--- src/sv/ecu_pkg.sv ---
// Shared constants and CRC-6 helper functions for the encoder frame tracker.
package ecu_pkg;

    localparam int ANGLE_BITS_DEF = 14;
    localparam int FRAME_BITS     = 24;
    localparam int PAYLOAD_BITS   = 18;
    localparam int CRC_BITS       = 6;
    localparam int CYCLE_BITS     = 23;
    localparam int POS_BITS       = 24;

    localparam logic [CRC_BITS:0]     CRC_POLY    = 7'h43;
    localparam logic [CYCLE_BITS-1:0] CYCLE_RESET = 23'd16384;

    // Bit-serial CRC-6, most significant payload bit first, zero start value.
    // Only evaluated on constants, to build the parallel parity masks.
    function automatic logic [CRC_BITS-1:0] crc6_calc(input logic [PAYLOAD_BITS-1:0] payload);
        logic [CRC_BITS:0] c;
        c = '0;
        for (int i = PAYLOAD_BITS - 1; i >= 0; i--) begin
            c = {c[CRC_BITS-1:0], 1'b0};
            if (c[CRC_BITS] ^ payload[i]) begin
                c = c ^ CRC_POLY;
            end
            c[CRC_BITS] = 1'b0;
        end
        return c[CRC_BITS-1:0];
    endfunction

    // The CRC is linear in the payload, so CRC bit j is the parity of the
    // payload bits selected by this mask.
    function automatic logic [PAYLOAD_BITS-1:0] crc6_col_mask(input int j);
        logic [PAYLOAD_BITS-1:0] m;
        logic [CRC_BITS-1:0]     c;
        m = '0;
        for (int i = 0; i < PAYLOAD_BITS; i++) begin
            c    = crc6_calc(PAYLOAD_BITS'(1) << i);
            m[i] = c[j];
        end
        return m;
    endfunction

endpackage

--- src/sv/ecu_check.sv ---
// Frame check: parallel CRC-6 compare and angle extraction from a registered frame.
module ecu_check
    import ecu_pkg::*;
#(
    parameter int ANGLE_BITS = ANGLE_BITS_DEF
) (
    input  logic [FRAME_BITS-1:0] i_frame,
    output logic                  o_crc_ok,
    output logic [ANGLE_BITS-1:0] o_angle
);

    logic [PAYLOAD_BITS-1:0] payload;
    logic [CRC_BITS-1:0]     crc;

    assign payload = i_frame[FRAME_BITS-1 -: PAYLOAD_BITS];

    for (genvar j = 0; j < CRC_BITS; j++) begin : g_crc
        localparam logic [PAYLOAD_BITS-1:0] MASK = crc6_col_mask(j);
        assign crc[j] = ^(payload & MASK);
    end

    assign o_crc_ok = (crc == i_frame[CRC_BITS-1:0]);
    assign o_angle  = i_frame[FRAME_BITS-1 -: ANGLE_BITS];

endmodule

--- src/sv/ecu_track.sv ---
// Angle unwrap and logical position tracking, with the result register.
module ecu_track
    import ecu_pkg::*;
#(
    parameter int ANGLE_BITS = ANGLE_BITS_DEF
) (
    input  logic                         i_clk,
    input  logic                         i_rst_n,
    input  logic [CYCLE_BITS-1:0]        i_cycle,
    input  logic                         i_valid,
    output logic                         o_ready,
    input  logic                         i_crc_ok,
    input  logic [ANGLE_BITS-1:0]        i_angle,
    output logic                         o_valid,
    input  logic                         i_ready,
    output logic                         o_crc_ok,
    output logic [ANGLE_BITS-1:0]        o_angle_counts,
    output logic signed [ANGLE_BITS:0]   o_angle_step,
    output logic signed [POS_BITS-1:0]   o_logic_position
);

    localparam int SW = ANGLE_BITS + 2;
    localparam int PW = POS_BITS + 2;
    localparam logic signed [SW-1:0] TURN     = SW'(1) << ANGLE_BITS;
    localparam logic signed [SW-1:0] HALF     = SW'(1) << (ANGLE_BITS - 1);
    localparam logic signed [PW-1:0] POS_MAX  = (PW'(1) << (POS_BITS - 1)) - PW'(1);
    localparam logic signed [PW-1:0] POS_MIN  = -(PW'(1) << (POS_BITS - 1));

    logic                        r_valid;
    logic                        r_crc_ok;
    logic [ANGLE_BITS-1:0]       r_prev;
    logic                        r_first;
    logic signed [ANGLE_BITS:0]  r_step;
    logic signed [POS_BITS-1:0]  r_acc;

    logic [ANGLE_BITS-1:0]       prev_eff;
    logic signed [SW-1:0]        diff;
    logic signed [ANGLE_BITS:0]  step;
    logic signed [PW-1:0]        sum;
    logic signed [PW-1:0]        twice;
    logic signed [PW-1:0]        cyc;
    logic signed [PW-1:0]        wrapped;
    logic signed [POS_BITS-1:0]  n_acc;
    logic                        take;

    assign o_ready = !r_valid || i_ready;
    assign take    = i_valid && o_ready;

    always_comb begin
        prev_eff = r_first ? i_angle : r_prev;
        diff     = signed'(SW'(i_angle)) - signed'(SW'(prev_eff));
        if (diff > HALF) begin
            diff = diff - TURN;
        end else if (diff < -HALF) begin
            diff = diff + TURN;
        end
        step  = diff[ANGLE_BITS:0];

        sum   = PW'(r_acc) + PW'(step);
        twice = sum <<< 1;
        cyc   = signed'(PW'(i_cycle));
        if (twice > cyc) begin
            wrapped = sum - cyc;
        end else if (twice < -cyc) begin
            wrapped = sum + cyc;
        end else begin
            wrapped = sum;
        end
        if (wrapped > POS_MAX) begin
            n_acc = POS_MAX[POS_BITS-1:0];
        end else if (wrapped < POS_MIN) begin
            n_acc = POS_MIN[POS_BITS-1:0];
        end else begin
            n_acc = wrapped[POS_BITS-1:0];
        end
    end

    always_ff @(posedge i_clk) begin
        if (!i_rst_n) begin
            r_valid <= 1'b0;
            r_first <= 1'b1;
            r_prev  <= '0;
            r_acc   <= '0;
        end else begin
            if (o_ready) begin
                r_valid <= i_valid;
            end
            if (take) begin
                r_crc_ok <= i_crc_ok;
                if (i_crc_ok) begin
                    r_first <= 1'b0;
                    r_prev  <= i_angle;
                    r_acc   <= n_acc;
                    r_step  <= step;
                end else begin
                    r_step  <= '0;
                end
            end
        end
    end

    assign o_valid          = r_valid;
    assign o_crc_ok         = r_crc_ok;
    assign o_angle_counts   = r_prev;
    assign o_angle_step     = r_step;
    assign o_logic_position = r_acc;

endmodule

--- src/sv/encoder_frame_crc_and_angle_unwrap.sv ---
// Top level of the encoder frame checker with angle unwrap and position tracking.
//
// Usage: each item on the frame channel (i_frame_valid, o_frame_ready, i_frame)
// is one raw 24-bit encoder frame. For every accepted item exactly one result
// item leaves on the result channel (o_res_valid, i_res_ready): the CRC flag,
// the last good angle, the wrapped angle step and the logical position.
// The position period is written through i_cfg_we and i_cfg_data while idle.
//
// A frame is captured in the input register; from there the CRC check, the
// unwrap and the position update are computed and loaded into the result
// register. The position accumulator is updated in the same cycle as the
// result register, so while the receiver keeps taking results one item can
// be accepted every cycle and the sustained rate is one item per cycle.
//
// Reset (synchronous, active low) empties both registers, sets the position
// period to one turn, clears the previous angle and the position, and arms
// the first-frame capture. When the receiver stalls, the result register
// holds its item and the input register still takes one more item, after
// which o_frame_ready falls until the result is taken.
module encoder_frame_crc_and_angle_unwrap
    import ecu_pkg::*;
#(
    parameter int ANGLE_BITS = ANGLE_BITS_DEF
) (
    input  logic                        i_clk,
    input  logic                        i_rst_n,
    input  logic                        i_cfg_we,
    input  logic [CYCLE_BITS-1:0]       i_cfg_data,
    input  logic                        i_frame_valid,
    output logic                        o_frame_ready,
    input  logic [FRAME_BITS-1:0]       i_frame,
    output logic                        o_res_valid,
    input  logic                        i_res_ready,
    output logic                        o_crc_ok,
    output logic [ANGLE_BITS-1:0]       o_angle_counts,
    output logic signed [ANGLE_BITS:0]  o_angle_step,
    output logic signed [POS_BITS-1:0]  o_logic_position
);

    // Configured period of the logical position.
    logic [CYCLE_BITS-1:0] r_position_cycle;

    // Input register: the frame waits here for the tracking stage.
    logic                  r_in_valid;
    logic [FRAME_BITS-1:0] r_frame;

    logic                  chk_ok;
    logic [ANGLE_BITS-1:0] chk_angle;
    logic                  trk_ready;

    always_ff @(posedge i_clk) begin
        if (!i_rst_n) begin
            r_position_cycle <= CYCLE_RESET;
        end else if (i_cfg_we) begin
            r_position_cycle <= i_cfg_data;
        end
    end

    // The input register frees up whenever the tracking stage takes its item.
    assign o_frame_ready = !r_in_valid || trk_ready;

    always_ff @(posedge i_clk) begin
        if (!i_rst_n) begin
            r_in_valid <= 1'b0;
        end else begin
            if (o_frame_ready) begin
                r_in_valid <= i_frame_valid;
            end
            if (i_frame_valid && o_frame_ready) begin
                r_frame <= i_frame;
            end
        end
    end

    ecu_check #(
        .ANGLE_BITS (ANGLE_BITS)
    ) u_check (
        .i_frame  (r_frame),
        .o_crc_ok (chk_ok),
        .o_angle  (chk_angle)
    );

    ecu_track #(
        .ANGLE_BITS (ANGLE_BITS)
    ) u_track (
        .i_clk            (i_clk),
        .i_rst_n          (i_rst_n),
        .i_cycle          (r_position_cycle),
        .i_valid          (r_in_valid),
        .o_ready          (trk_ready),
        .i_crc_ok         (chk_ok),
        .i_angle          (chk_angle),
        .o_valid          (o_res_valid),
        .i_ready          (i_res_ready),
        .o_crc_ok         (o_crc_ok),
        .o_angle_counts   (o_angle_counts),
        .o_angle_step     (o_angle_step),
        .o_logic_position (o_logic_position)
    );

`ifndef SYNTH
    // A failed frame never reports movement.
    a_bad_no_step : assert property (@(posedge i_clk) disable iff (!i_rst_n)
        o_res_valid && !o_crc_ok |-> o_angle_step == '0)
        else $error("step reported for a frame with a bad CRC");

    // A good step always lies within half a turn.
    a_step_range : assert property (@(posedge i_clk) disable iff (!i_rst_n)
        o_res_valid && o_crc_ok |->
            (o_angle_step <= $signed((ANGLE_BITS+1)'(1) << (ANGLE_BITS - 1))) &&
            (o_angle_step >= -$signed((ANGLE_BITS+1)'(1) << (ANGLE_BITS - 1))))
        else $error("angle step outside half a turn");

    // An empty input register must always be able to take an item.
    a_empty_ready : assert property (@(posedge i_clk) disable iff (!i_rst_n)
        !r_in_valid |-> o_frame_ready)
        else $error("input stall with an empty input register");

    // A bad frame leaves the position and the last angle untouched.
    a_bad_keeps_state : assert property (@(posedge i_clk) disable iff (!i_rst_n)
        o_res_valid && i_res_ready ##1 o_res_valid && !o_crc_ok |->
            $stable(o_logic_position) && $stable(o_angle_counts))
        else $error("bad frame changed the tracked state");
`endif

endmodule

--- config.mk ---
export PLATFORM = sky130hd
export DESIGN_NAME = encoder_frame_crc_and_angle_unwrap
export DESIGN_NICKNAME = d
export VERILOG_FILES = /design/src/sv/ecu_pkg.sv /design/src/sv/ecu_check.sv /design/src/sv/ecu_track.sv /design/src/sv/encoder_frame_crc_and_angle_unwrap.sv
export SDC_FILE = /design/constraint.sdc
export NUM_CORES = 1
export LEC_CHECK = 0
export BUFFER_PORTS_ARGS = -buffer_cell sky130_fd_sc_hd__buf_2
export CAP_MARGIN = 20
export CORE_MARGIN = 10
export CORE_UTILIZATION = 39
export CTS_CLUSTER_SIZE = 10
export DETAILED_ROUTE_END_ITERATION = 12
export PLACE_DENSITY_LB_ADDON = 0.12
export REMOVE_ABC_BUFFERS = 1
export SLEW_MARGIN = 0
export SYNTH_ARGS = -nofsm -noshare
export SYNTH_HDL_FRONTEND = slang
export SYNTH_HIERARCHICAL = 1
export SYNTH_SLANG_ARGS = --single-unit
export TNS_END_PERCENT = 30
--- constraint.sdc ---
create_clock -name i_clk -period 11.1 [get_ports i_clk]
set_input_delay 0.555 -clock i_clk [delete_from_list [all_inputs] [get_ports i_clk]]
set_output_delay 0.555 -clock i_clk [all_outputs]
set_load 0.02 [all_outputs]
==> metrics.csv, run 1 <==
stage;metric;value;unit
run_status;outcome;complete, no violations;
worst_setup_path;worst-path-buf-inv;2;
synth;synthFlopType;dfxtp_1;
cells_and_area;area_delta_synth_final;9.71;%
routing;wl_met3;1070;um
worst_setup_path;crit_top_cell;a21o_1;
sta;fin_setup_tns;0;ns
routing;drtIter0Drc;601;
synth;seq_area_frac_synth;23.4;%
routing;drc;0;
routing;ant_nets;0;
synth;yosys_warnings;6;
routing;first_pass_iters;5;
worst_setup_path;crit_family;compound AO/OA/AOI/OAI gates;
cells_and_area;final_nets;1524;
synth;synthCells;1274;
synth;synthesis.area;0.0106;mm2
synth;synth_common_cells;129 x ha_1, 124 x nand2_1, 103 x a21oi_1;
pwr;power_per_cell_area;134;mW/mm2
worst_setup_path;startpoint_type;flip-flop;
sta;drv_slew;0;
synth;syn_area_per_cell;8.34;um2
sta;period_needed;9.39;ns
worst_setup_path;slowest_delay;0.51;ns
cells_and_area;layout-drive-gt1-share;12.3;%
synth;post-synth-top-area-cell;ha_1;
worst_setup_path;required;11.36;ns
floorplanning;die-height;185;um
floorplanning;dieArea;0.0342;mm2
clocking;numClockSinks;104;
sta;slew_headroom;38.5;%
routing;wl_per_cell;18.7;um
sta;rsz0062_at_grt;no;
routing;met1_length;15500;um
synth;ys_ff_latch;104;
placement;hpwlAfterDp;25300;um
worst_setup_path;crit_type;flip-flop to flip-flop;
global_route;antenna_found_initial;0;
floorplanning;die_w;185;um
floorplanning;core_area;0.0269;mm2
synth;ys_top_cells_by_area;ha_1 15%, dfxtp_1 12%, edfxtp_1 11%;
pwr;leakage;5.04;nW
pwr;finalPower;1.56;mW
routing;wl_met2;14500;um
synth;synth_edf_count;40;
sta;finalCritPeriodShare;84.6;%
floorplanning;pin_count;108;
global_route;grt_max_degree;67;
clocking;cts_buffers;9;
floorplanning;initial_core_util;39.5;%
global_route;grt_pass1_wl;50600;um
routing;vias_per_cell;5.59;
sta;setup_viol;0;
synth;yosysTopAreaCellShare;15.2;%
placement;routabilityCongestion;0.908;
worst_setup_path;cp_slowest_cell;xnor2_1;
floorplanning;rows;60;
worst_setup_path;critPathMaxFanout;32;
synth;async_flop_share;0;%
clocking;post-cts-setup-buffer-count;0;
placement;port_buffers;107;
routing;wl;31600;um
clocking;clk_pin_slew;0.10;ns
synth;synth.most_common_cell;ha_1;
clocking;worstSkewPairLatency;0.38;ns
clocking;cts.htree.levels;3;
run;cap_violations;0;
sta;max_freq;106;MHz
pwr;ir_worst_vdd;0.0858;mV
global_route;grt_pass1_vias;9168;
global_route;grt_overflow_total;0;
clocking;clockBufferDepth;2;
hold_path;hp-class;primary input to flip-flop;
synth;synth_cell_types;87;
clocking;cts_hold_buf;0;
sta;final_hold_viol_count;0;
clocking;ctsResizeCount;0;
routing;maxUsedRoutingLayer;met4;
routing;vias;9425;
cells_and_area;antenna_cells;0;
sta;max_slew.worst_pin.slew;0.921;ns
global_route;gr-usage-all-layers;18.4;%
worst_setup_path;cp-end-kind;flip-flop;
worst_setup_path;cp.arrival;9.65;ns
clocking;cts_tree;done;
sta;clock_skew;0.0230;ns
clocking;clock-root-buffer;clkbuf_16;
## flip-flops by register name, summed over array words and instances, names as in the netlist
| register | cells |
|---|---|
| r_frame | 24 |
| r_in_valid | 1 |
| r_position_cycle | 23 |
| u_track/o_angle_counts | 14 |
| u_track/o_angle_step | 15 |
| u_track/o_crc_ok | 1 |
| u_track/o_logic_position | 24 |
| u_track/o_valid | 1 |
| u_track/r_first | 1 |
## cell type report
class | count | area, um2
Fill cell | 2783 | 15200
Multi-Input combinational cell | 1036 | 7520
Sequential cell | 104 | 2480
Timing Repair Buffer | 118 | 646
Tap cell | 341 | 427
Inverter | 70 | 263
Clock buffer | 9 | 225
Clock inverter | 7 | 88.8
## routing by layer
layer / global-route usage (%) / vias to the layer above
li1: - / 4809
met4: 5.01 / 0
met5: 0 / -
met3: 2.21 / 30
met1: 25.2 / 4423
met2: 29.8 / 163
## cells in the final DEF, fill, tap and decap left out, types with 14 or more instances in the layout
master    count
nand2b_1     15
mux2i_1      37
o221a_1      23
nor3_1       37
and2_1       17
nand2_1     124
xor2_1       14
inv_1        70
ha_1        129
edfxtp_1     40
xnor2_1      46
nor2b_1      36
o21a_1       15
a21o_1       30
nand3_1      25
a21oi_1     103
buf_2       107
dfxtp_1      64
nor2_1       87
a21boi_0     19
o21ai_0      65
o21bai_1     15
## logic make-up (layout without fill, tap and decap cells)
| kind of cell | count (synthesis) | after routing | share of synthesized area [%] |
|---|---|---|---|
| and+or+nand+nor | 404 | 404 | 18.7 |
| muxes | 38 | 38 | 3.59 |
| DFF | 104 | 104 | 23.4 |
| xor gates and xnor gates | 69 | 69 | 6.70 |
| AOI/OAI and AO/OA | 392 | 392 | 25.8 |
| adders and majority gates | 133 | 133 | 15.9 |
| buffers and inverters | 134 | 204 | 5.95 |
## power by group
part | internal (mW) | leakage, nW | switching, mW | total [mW]
combinational | 0.305 | 4.02 | 0.484 | 0.789
clock | 0.165 | 0.153 | 0.182 | 0.346
sequential | 0.410 | 0.874 | 0.0159 | 0.426
## per-stage QoR
stage | util [%] | hold WS, ns | setup slack [ns] | area (um2) | instances
global placement | 42.0 | 0.467 | 1.66 | 11300 | 1667
finish | 43.4 | 0.346 | 1.71 | 11700 | 1685
CTS | 43.3 | 0.333 | 1.77 | 11600 | 1684
global route | 43.4 | 0.330 | 0.914 | 11700 | 1685
floorplan | - | 0.466 | 1.08 | 10300 | 1210
detailed placement | 42.1 | 0.480 | 1.87 | 11300 | 1668
## worst paths after layout
check	endpoint	cells after the start	slack [ns]	startpoint
setup reg to reg	u_track/o_logic_position[19]	36	1.71	u_track/r_first
hold reg to reg	u_track/o_angle_counts[1]	2	0.50	u_track/o_angle_counts[1]
hold / removal	r_frame[14]	1	0.35	i_frame[14]
setup / recovery	u_track/o_logic_position[19]	36	1.71	u_track/r_first
(Power assumes the default switching activity.)
==> inputs of run 2 (changes only) <==
--- a/config.mk
+++ b/config.mk
@@ -5,6 +5,7 @@
 export SDC_FILE = /design/constraint.sdc
 export NUM_CORES = 1
 export LEC_CHECK = 0
+export ABC_AREA = 1
 export BUFFER_PORTS_ARGS = -buffer_cell sky130_fd_sc_hd__buf_2
 export CAP_MARGIN = 20
 export CORE_MARGIN = 10
==> constraint.sdc (replaced) <==
create_clock -name i_clk -period 7.95 [get_ports i_clk]
set_input_delay 0.3975 -clock i_clk [delete_from_list [all_inputs] [get_ports i_clk]]
set_output_delay 0.3975 -clock i_clk [all_outputs]
set_load 0.02 [all_outputs]
==> run 2 against run 1 <==
Sequential share of layout area decreased by 1.7 points. Critical path depth is 10 higher. Non-clock buffer count is 4 higher. Area after synthesis up 8.6%. Die area up 7.7%. Cell area up 8.7%. Hold slack got worse by 0.15 ns. Flip-flop and latch count stayed put. Synthesized cell count rose by 42%. First-iteration DRC count up 19%. Critical endpoint is now u_track/o_logic_position[4]. Largest cell class unchanged.
==> metrics.csv, run 2 <==
stage;metric;value;unit;change
run_status;outcome;complete, no violations;;
placement;routabilityCongestion;0.933;;+2.8%
clocking;clockBufferDepth;2;;unchanged
routing;vias_per_cell;4.97;;-11%
clocking;clk_pin_slew;0.09;ns;about the same
clocking;cts_tree;done;;
pwr;leakage;6.62;nW;+31%
synth;synth.most_common_cell;nand2_1;;
sta;setup_viol;0;;unchanged
routing;drc;0;;unchanged
clocking;cts_hold_buf;0;;unchanged
sta;fin_setup_tns;0;ns;unchanged
cells_and_area;final_nets;2064;;+35%
worst_setup_path;cp.arrival;7.55;ns;-2.10 ns
synth;synth_cell_types;50;;-43%
routing;wl;34200;um;+8.4%
floorplanning;rows;62;;+3.3%
cells_and_area;multi_input_area;0.00772;mm2;+2.6%
synth;synth_edf_count;40;;unchanged
global_route;gr-usage-all-layers;18.3;%;-0.14 points
cells_and_area;layout-drive-gt1-share;11.6;%;-0.65 points
cells_and_area;layout_commonest_cell;nand2_1;;
worst_setup_path;required;8.25;ns;-3.11 ns
synth;async_flop_share;0;%;unchanged
clocking;cts.htree.levels;3;;unchanged
floorplanning;pin_count;108;;unchanged
sta;finalCritPeriodShare;91.1;%;+6.5 points
sta;clock_skew;0.0133;ns;-0.00977 ns
placement;dpl.cell_count;2249;;+35%
pwr;power_per_cell_area;184;mW/mm2;+38%
synth;ys_top_cells_by_area;nand2_1 16%, ha_1 14%, dfxtp_1 11%;;
run;cap_violations;0;;unchanged
worst_setup_path;crit_type;flip-flop to flip-flop;;
global_route;antenna_found_initial;0;;unchanged
synth;syn_area_per_cell;6.38;um2;-23%
floorplanning;core_area;0.0289;mm2;+7.7%
cells_and_area;layout_common_cells;504 x nand2_1, 249 x inv_1, 192 x nor2_1;;
global_route;grt_overflow_total;0;;unchanged
global_route;grt_max_degree;66;;-1.5%
synth;yosysTopAreaCellShare;16.4;%;+1.2 points
pwr;finalPower;2.34;mW;+50%
floorplanning;dieArea;0.0369;mm2;+7.7%
worst_setup_path;slowest_delay;0.46;ns;-0.05 ns
sta;layout_setup_ws;0.704;ns;-1.00 ns
routing;first_pass_iters;5;;unchanged
sta;slew_headroom;41.7;%;+3.2 points
synth;synthesis.area;0.0115;mm2;+8.6%
synth;synthCells;1807;;+42%
pwr;ir_worst_vdd;0.108;mV;+26%
worst_setup_path;cp_slowest_cell;ha_1;;
sta;max_slew.worst_pin.slew;0.865;ns;-0.0557 ns
clocking;cts_buffers;9;;unchanged
sta;period_needed;7.25;ns;-2.15 ns
clocking;worstSkewPairLatency;0.37;ns;about the same
global_route;grt_pass1_vias;10700;;+17%
routing;ant_nets;0;;unchanged
cells_and_area;fill_cells;3178;;+14%
synth;post-synth-top-area-cell;nand2_1;;
floorplanning;die-height;192;um;+3.8%
clocking;clock-root-buffer;clkbuf_16;;
floorplanning;die_w;192;um;+3.8%
worst_setup_path;crit_top_cell;nand2_1;;
placement;port_buffers;107;;unchanged
synth;synthFlopType;dfxtp_1;;
routing;drtIter0Drc;718;;+19%
floorplanning;initial_core_util;39.9;%;+0.35 points
clocking;numClockSinks;104;;unchanged
cells_and_area;antenna_cells;0;;unchanged
cells_and_area;seq_area;0.00248;mm2;unchanged
hold_path;hp-class;primary input to flip-flop;;
sta;final_hold_viol_count;0;;unchanged
routing;wl_per_cell;15.1;um;-19%
cells_and_area;final_cells;2268;;+35%
sta;max_freq;138;MHz;+30%
synth;yosys_warnings;6;;unchanged
placement;hpwlAfterDp;27600;um;+9.2%
placement;dp_worst_setup_slack;0.541;ns;-1.33 ns
global_route;grt_pass1_wl;54800;um;+8.2%
synth;ys_ff_latch;104;;unchanged
sta;drv_slew;0;;unchanged
worst_setup_path;critPathMaxFanout;23;;-28%
routing;vias;11300;;+20%
synth;synth_common_cells;504 x nand2_1, 250 x inv_1, 194 x nor2_1;;
synth;seq_area_frac_synth;21.5;%;-1.9 points
worst_setup_path;startpoint_type;flip-flop;;
worst_setup_path;cp-end-kind;flip-flop;;
cells_and_area;area_delta_synth_final;9.75;%;about the same
-- run 2: worst paths after layout --
kind	from	endpoint	slack, ns	depth (start not counted)
max	u_track/o_angle_counts[0]	u_track/o_logic_position[4]	0.70	46
min	i_frame[7]	r_frame[7]	0.20	1
max reg2reg	u_track/o_angle_counts[0]	u_track/o_logic_position[4]	0.70	46
min reg2reg	u_track/o_angle_counts[8]	u_track/o_angle_counts[8]	0.48	2
-- run 2: layout make-up --
| cell class | instances | share of cell area [%] |
|---|---|---|
| clock inverters | 7 | 0.771 |
| repair buffers | 122 | 5.21 |
| inverters | 265 | 7.89 |
| well taps | 384 | 3.79 |
| flip-flops and latches | 104 | 19.6 |
| multi-input cells | 1377 | 61.0 |
| clock buffers | 9 | 1.78 |
-- run 2: critical path: cells and delay by family, from the launching register on --
kind                       cells  cell delay [ns]
AOI/OAI and AO/OA             15             2.43
xor gates and xnor gates       2             0.46
adders and majority gates      4             1.38
buffers and inverters          4             0.27
DFF                            1             0.38
and+or+nand+nor               21             2.25
-- run 2: per-layer routing --
| layer | share of wire [%] | global-route usage [%] | vias to the layer above |
|---|---|---|---|
| li1 | - | - | 5925 |
| met1 | 47 | 23.5 | 5115 |
| met2 | 47 | 31.1 | 194 |
| met3 | 4.2 | 2.88 | 32 |
| met4 | 1.8 | 4.74 | 0 |
| met5 | 0 | 0 | - |
-- run 2: where the power goes --
part	internal (mW)	switching, mW
clock	0.256	0.254
sequential	0.572	0.0230
combinational	0.419	0.812
-- run 2: what timing repair did --
action / in CTS / in global routing
resized for setup: 0 / 12
setup endpoints to repair: 0 / 23
buffers inserted: 0 / 3
hold endpoints to repair: 0 / 0
-- run 2: cells by family after synthesis --
logic type,synth area share (%)
xor gates and xnor gates,5.63
buffers and inverters,12.1
adders and majority gates,14.7
DFF,21.5
and+or+nand+nor,31.4
AOI/OAI and AO/OA,14.7
-- run 2: through the flow --
| step | area [um2] | utilization (%) | hold slack (ns) |
|---|---|---|---|
| after floorplan | 11100 | - | 0.474 |
| after global placement | 12200 | 42.3 | 0.467 |
| after detailed placement | 12300 | 42.4 | 0.469 |
| after CTS | 12600 | 43.5 | 0.184 |
| after global routing | 12700 | 43.8 | 0.181 |
| final | 12700 | 43.8 | 0.196 |
==> inputs of run 3 (changes only) <==
--- a/config.mk
+++ b/config.mk
@@ -8,6 +8,7 @@
 export ABC_AREA = 1
 export BUFFER_PORTS_ARGS = -buffer_cell sky130_fd_sc_hd__buf_2
 export CAP_MARGIN = 20
+export CORE_ASPECT_RATIO = 1.75
 export CORE_MARGIN = 10
 export CORE_UTILIZATION = 39
 export CTS_CLUSTER_SIZE = 10
==> run 3 against run 2 <==
Non-clock buffer count grew 10. Fmax down 0.35%. Global-route usage up 2.2 points. Critical path type unchanged. Die area up 0.74%. Hold slack worse by 0.014 ns. Critical path depth down 1.
==> metrics.csv, run 3 (synthesized netlist as in run 2, its figures left out) <==
stage;metric;value;unit;change
run_status;outcome;complete, no violations;;
clocking;clock-root-buffer;clkbuf_16;;
worst_setup_path;cp.arrival;7.60;ns;+0.05 ns
routing;drtIter0Drc;523;;-27%
sta;hold_ws;0.182;ns;-0.0141 ns
sta;clock_skew;0.0131;ns;-0.000172 ns
sta;max_slew.worst_pin.slew;1.08;ns;+0.213 ns
routing;ant_nets;0;;unchanged
routing;wl;38500;um;+12%
sta;final_hold_viol_count;0;;unchanged
global_route;grt_max_degree;48;;-27%
floorplanning;dieArea;0.0371;mm2;+0.74%
worst_setup_path;startpoint_type;flip-flop;;
worst_setup_path;crit_family;compound AO/OA/AOI/OAI gates;;
sta;max_freq;138;MHz;-0.35%
worst_setup_path;critPathMaxFanout;23;;unchanged
sta;drv_slew;0;;unchanged
cells_and_area;layout_commonest_cell;nand2_1;;
clocking;cts_tree;done;;
clocking;worstSkewPairLatency;0.38;ns;about the same
global_route;grt_pass1_wl;59600;um;+8.8%
routing;vias_per_cell;5.04;;+1.4%
sta;setup_viol;0;;unchanged
pwr;finalPower;2.33;mW;-0.16%
global_route;grt_pass1_vias;11500;;+7.0%
global_route;grt_overflow_total;0;;unchanged
routing;vias;11500;;+1.8%
worst_setup_path;cp-end-kind;flip-flop;;
clocking;cts_buffers;9;;unchanged
placement;routabilityCongestion;0.926;;-0.79%
hold_path;hp-class;primary input to flip-flop;;
floorplanning;rows;83;;+34%
cells_and_area;area_delta_synth_final;10.1;%;
cells_and_area;layout-drive-gt1-share;12.2;%;+0.57 points
global_route;gr-usage-all-layers;20.5;%;+2.2 points
placement;port_buffers;107;;unchanged
sta;fin_setup_tns;0;ns;unchanged
floorplanning;pin_count;108;;unchanged
cells_and_area;final_nets;2074;;+0.48%
run;cap_violations;0;;unchanged
placement;hpwlAfterDp;32100;um;+16%
clocking;numClockSinks;104;;unchanged
pwr;leakage;6.65;nW;+0.38%
worst_setup_path;cp_slowest_cell;fa_1;;
worst_setup_path;required;8.28;ns;+0.03 ns
floorplanning;die-height;248;um;+29%
floorplanning;die_w;150;um;-22%
floorplanning;initial_core_util;39.4;%;-0.48 points
pwr;power_per_cell_area;184;mW/mm2;-0.51%
routing;wl_per_cell;16.9;um;+12%
sta;finalCritPeriodShare;91.5;%;+0.32 points
cells_and_area;antenna_cells;0;;unchanged
cells_and_area;layout_common_cells;504 x nand2_1, 249 x inv_1, 191 x nor2_1;;
sta;slew_headroom;28.1;%;-14 points
worst_setup_path;slowest_delay;0.46;ns;about the same
sta;period_needed;7.27;ns;+0.0255 ns
pwr;ir_worst_vdd;0.134;mV;+23%
routing;first_pass_iters;5;;unchanged
clocking;cts.htree.levels;3;;unchanged
clocking;clk_pin_slew;0.08;ns;about the same
global_route;antenna_found_initial;0;;unchanged
routing;drc;0;;unchanged
floorplanning;core_area;0.0293;mm2;+1.2%
worst_setup_path;worst-path-buf-inv;3;;-1
clocking;clockBufferDepth;2;;unchanged
worst_setup_path;crit_top_cell;nand2_1;;
worst_setup_path;crit_type;flip-flop to flip-flop;;
sta;rsz0062_at_grt;no;;
## run 3: changes by cell type in the layout (fill, tap and decap cells not counted), sizes merged
cell / before / now
bufinv: 1 / 0
inv: 266 / 267
buf: 122 / 132
## run 3: area by class of cell
class | count | area, um2
Multi-Input combinational cell | 1377 | 7740
Clock buffer | 9 | 225
Clock inverter | 7 | 61.3
Fill cell | 3180 | 16600
Sequential cell | 104 | 2480
Timing Repair Buffer | 132 | 723
Tap cell | 382 | 478
Inverter | 265 | 998
## run 3: routing by layer
metal	global-route usage, %	share of wire (%)	wire length [um]
met4	9.18	3.7	1410
met3	2.50	2.7	1050
met1	19.4	37	14200
met5	0	0	0
met2	41.8	57	21800
## run 3: final timing paths
kind	slack (ns)	endpoint	cells past startpoint	startpoint
hold reg to reg	0.48	u_track/o_angle_counts[9]	2	u_track/o_angle_counts[9]
hold / removal	0.18	r_frame[9]	1	i_frame[9]
setup / recovery	0.68	u_track/o_logic_position[5]	45	u_track/r_first
setup reg to reg	0.68	u_track/o_logic_position[5]	45	u_track/r_first
## run 3: repair_timing
item	CTS	global route
setup buffers	0	5
endpoints found under the setup margin	0	23
gates resized for setup	0	14
hold buffers	0	0
## run 3: worst register-to-register path, delay by kind of cell, from the launching register on
family,cells,cell delay (ns)
AO/OA/AOI/OAI,15,2.52
AND/OR/NAND/NOR,22,2.43
adder cells (fa/ha/maj),3,1.24
XOR/XNOR,2,0.37
flip-flops,1,0.35
buffers and inverters,3,0.32
## run 3: power breakdown
| group | internal [mW] | switching (mW) | total, mW |
|---|---|---|---|
| Clock | 0.220 | 0.246 | 0.466 |
| Sequential | 0.572 | 0.0222 | 0.594 |
| Combinational | 0.433 | 0.839 | 1.27 |
| Total | 1.22 | 1.11 | 2.33 |
## run 3: stage by stage
stage                     worst slack (ns)  util (%)  cell area, um2  cells
final                                0.679      43.4           12700   2276
after global routing                0.0163      43.4           12700   2276
after CTS                            0.128      43.0           12600   2271
after detailed placement             0.144      42.0           12300   2255
after global placement               0.255      42.0           12300   2255
after floorplan                       1.07         -           11100   1746
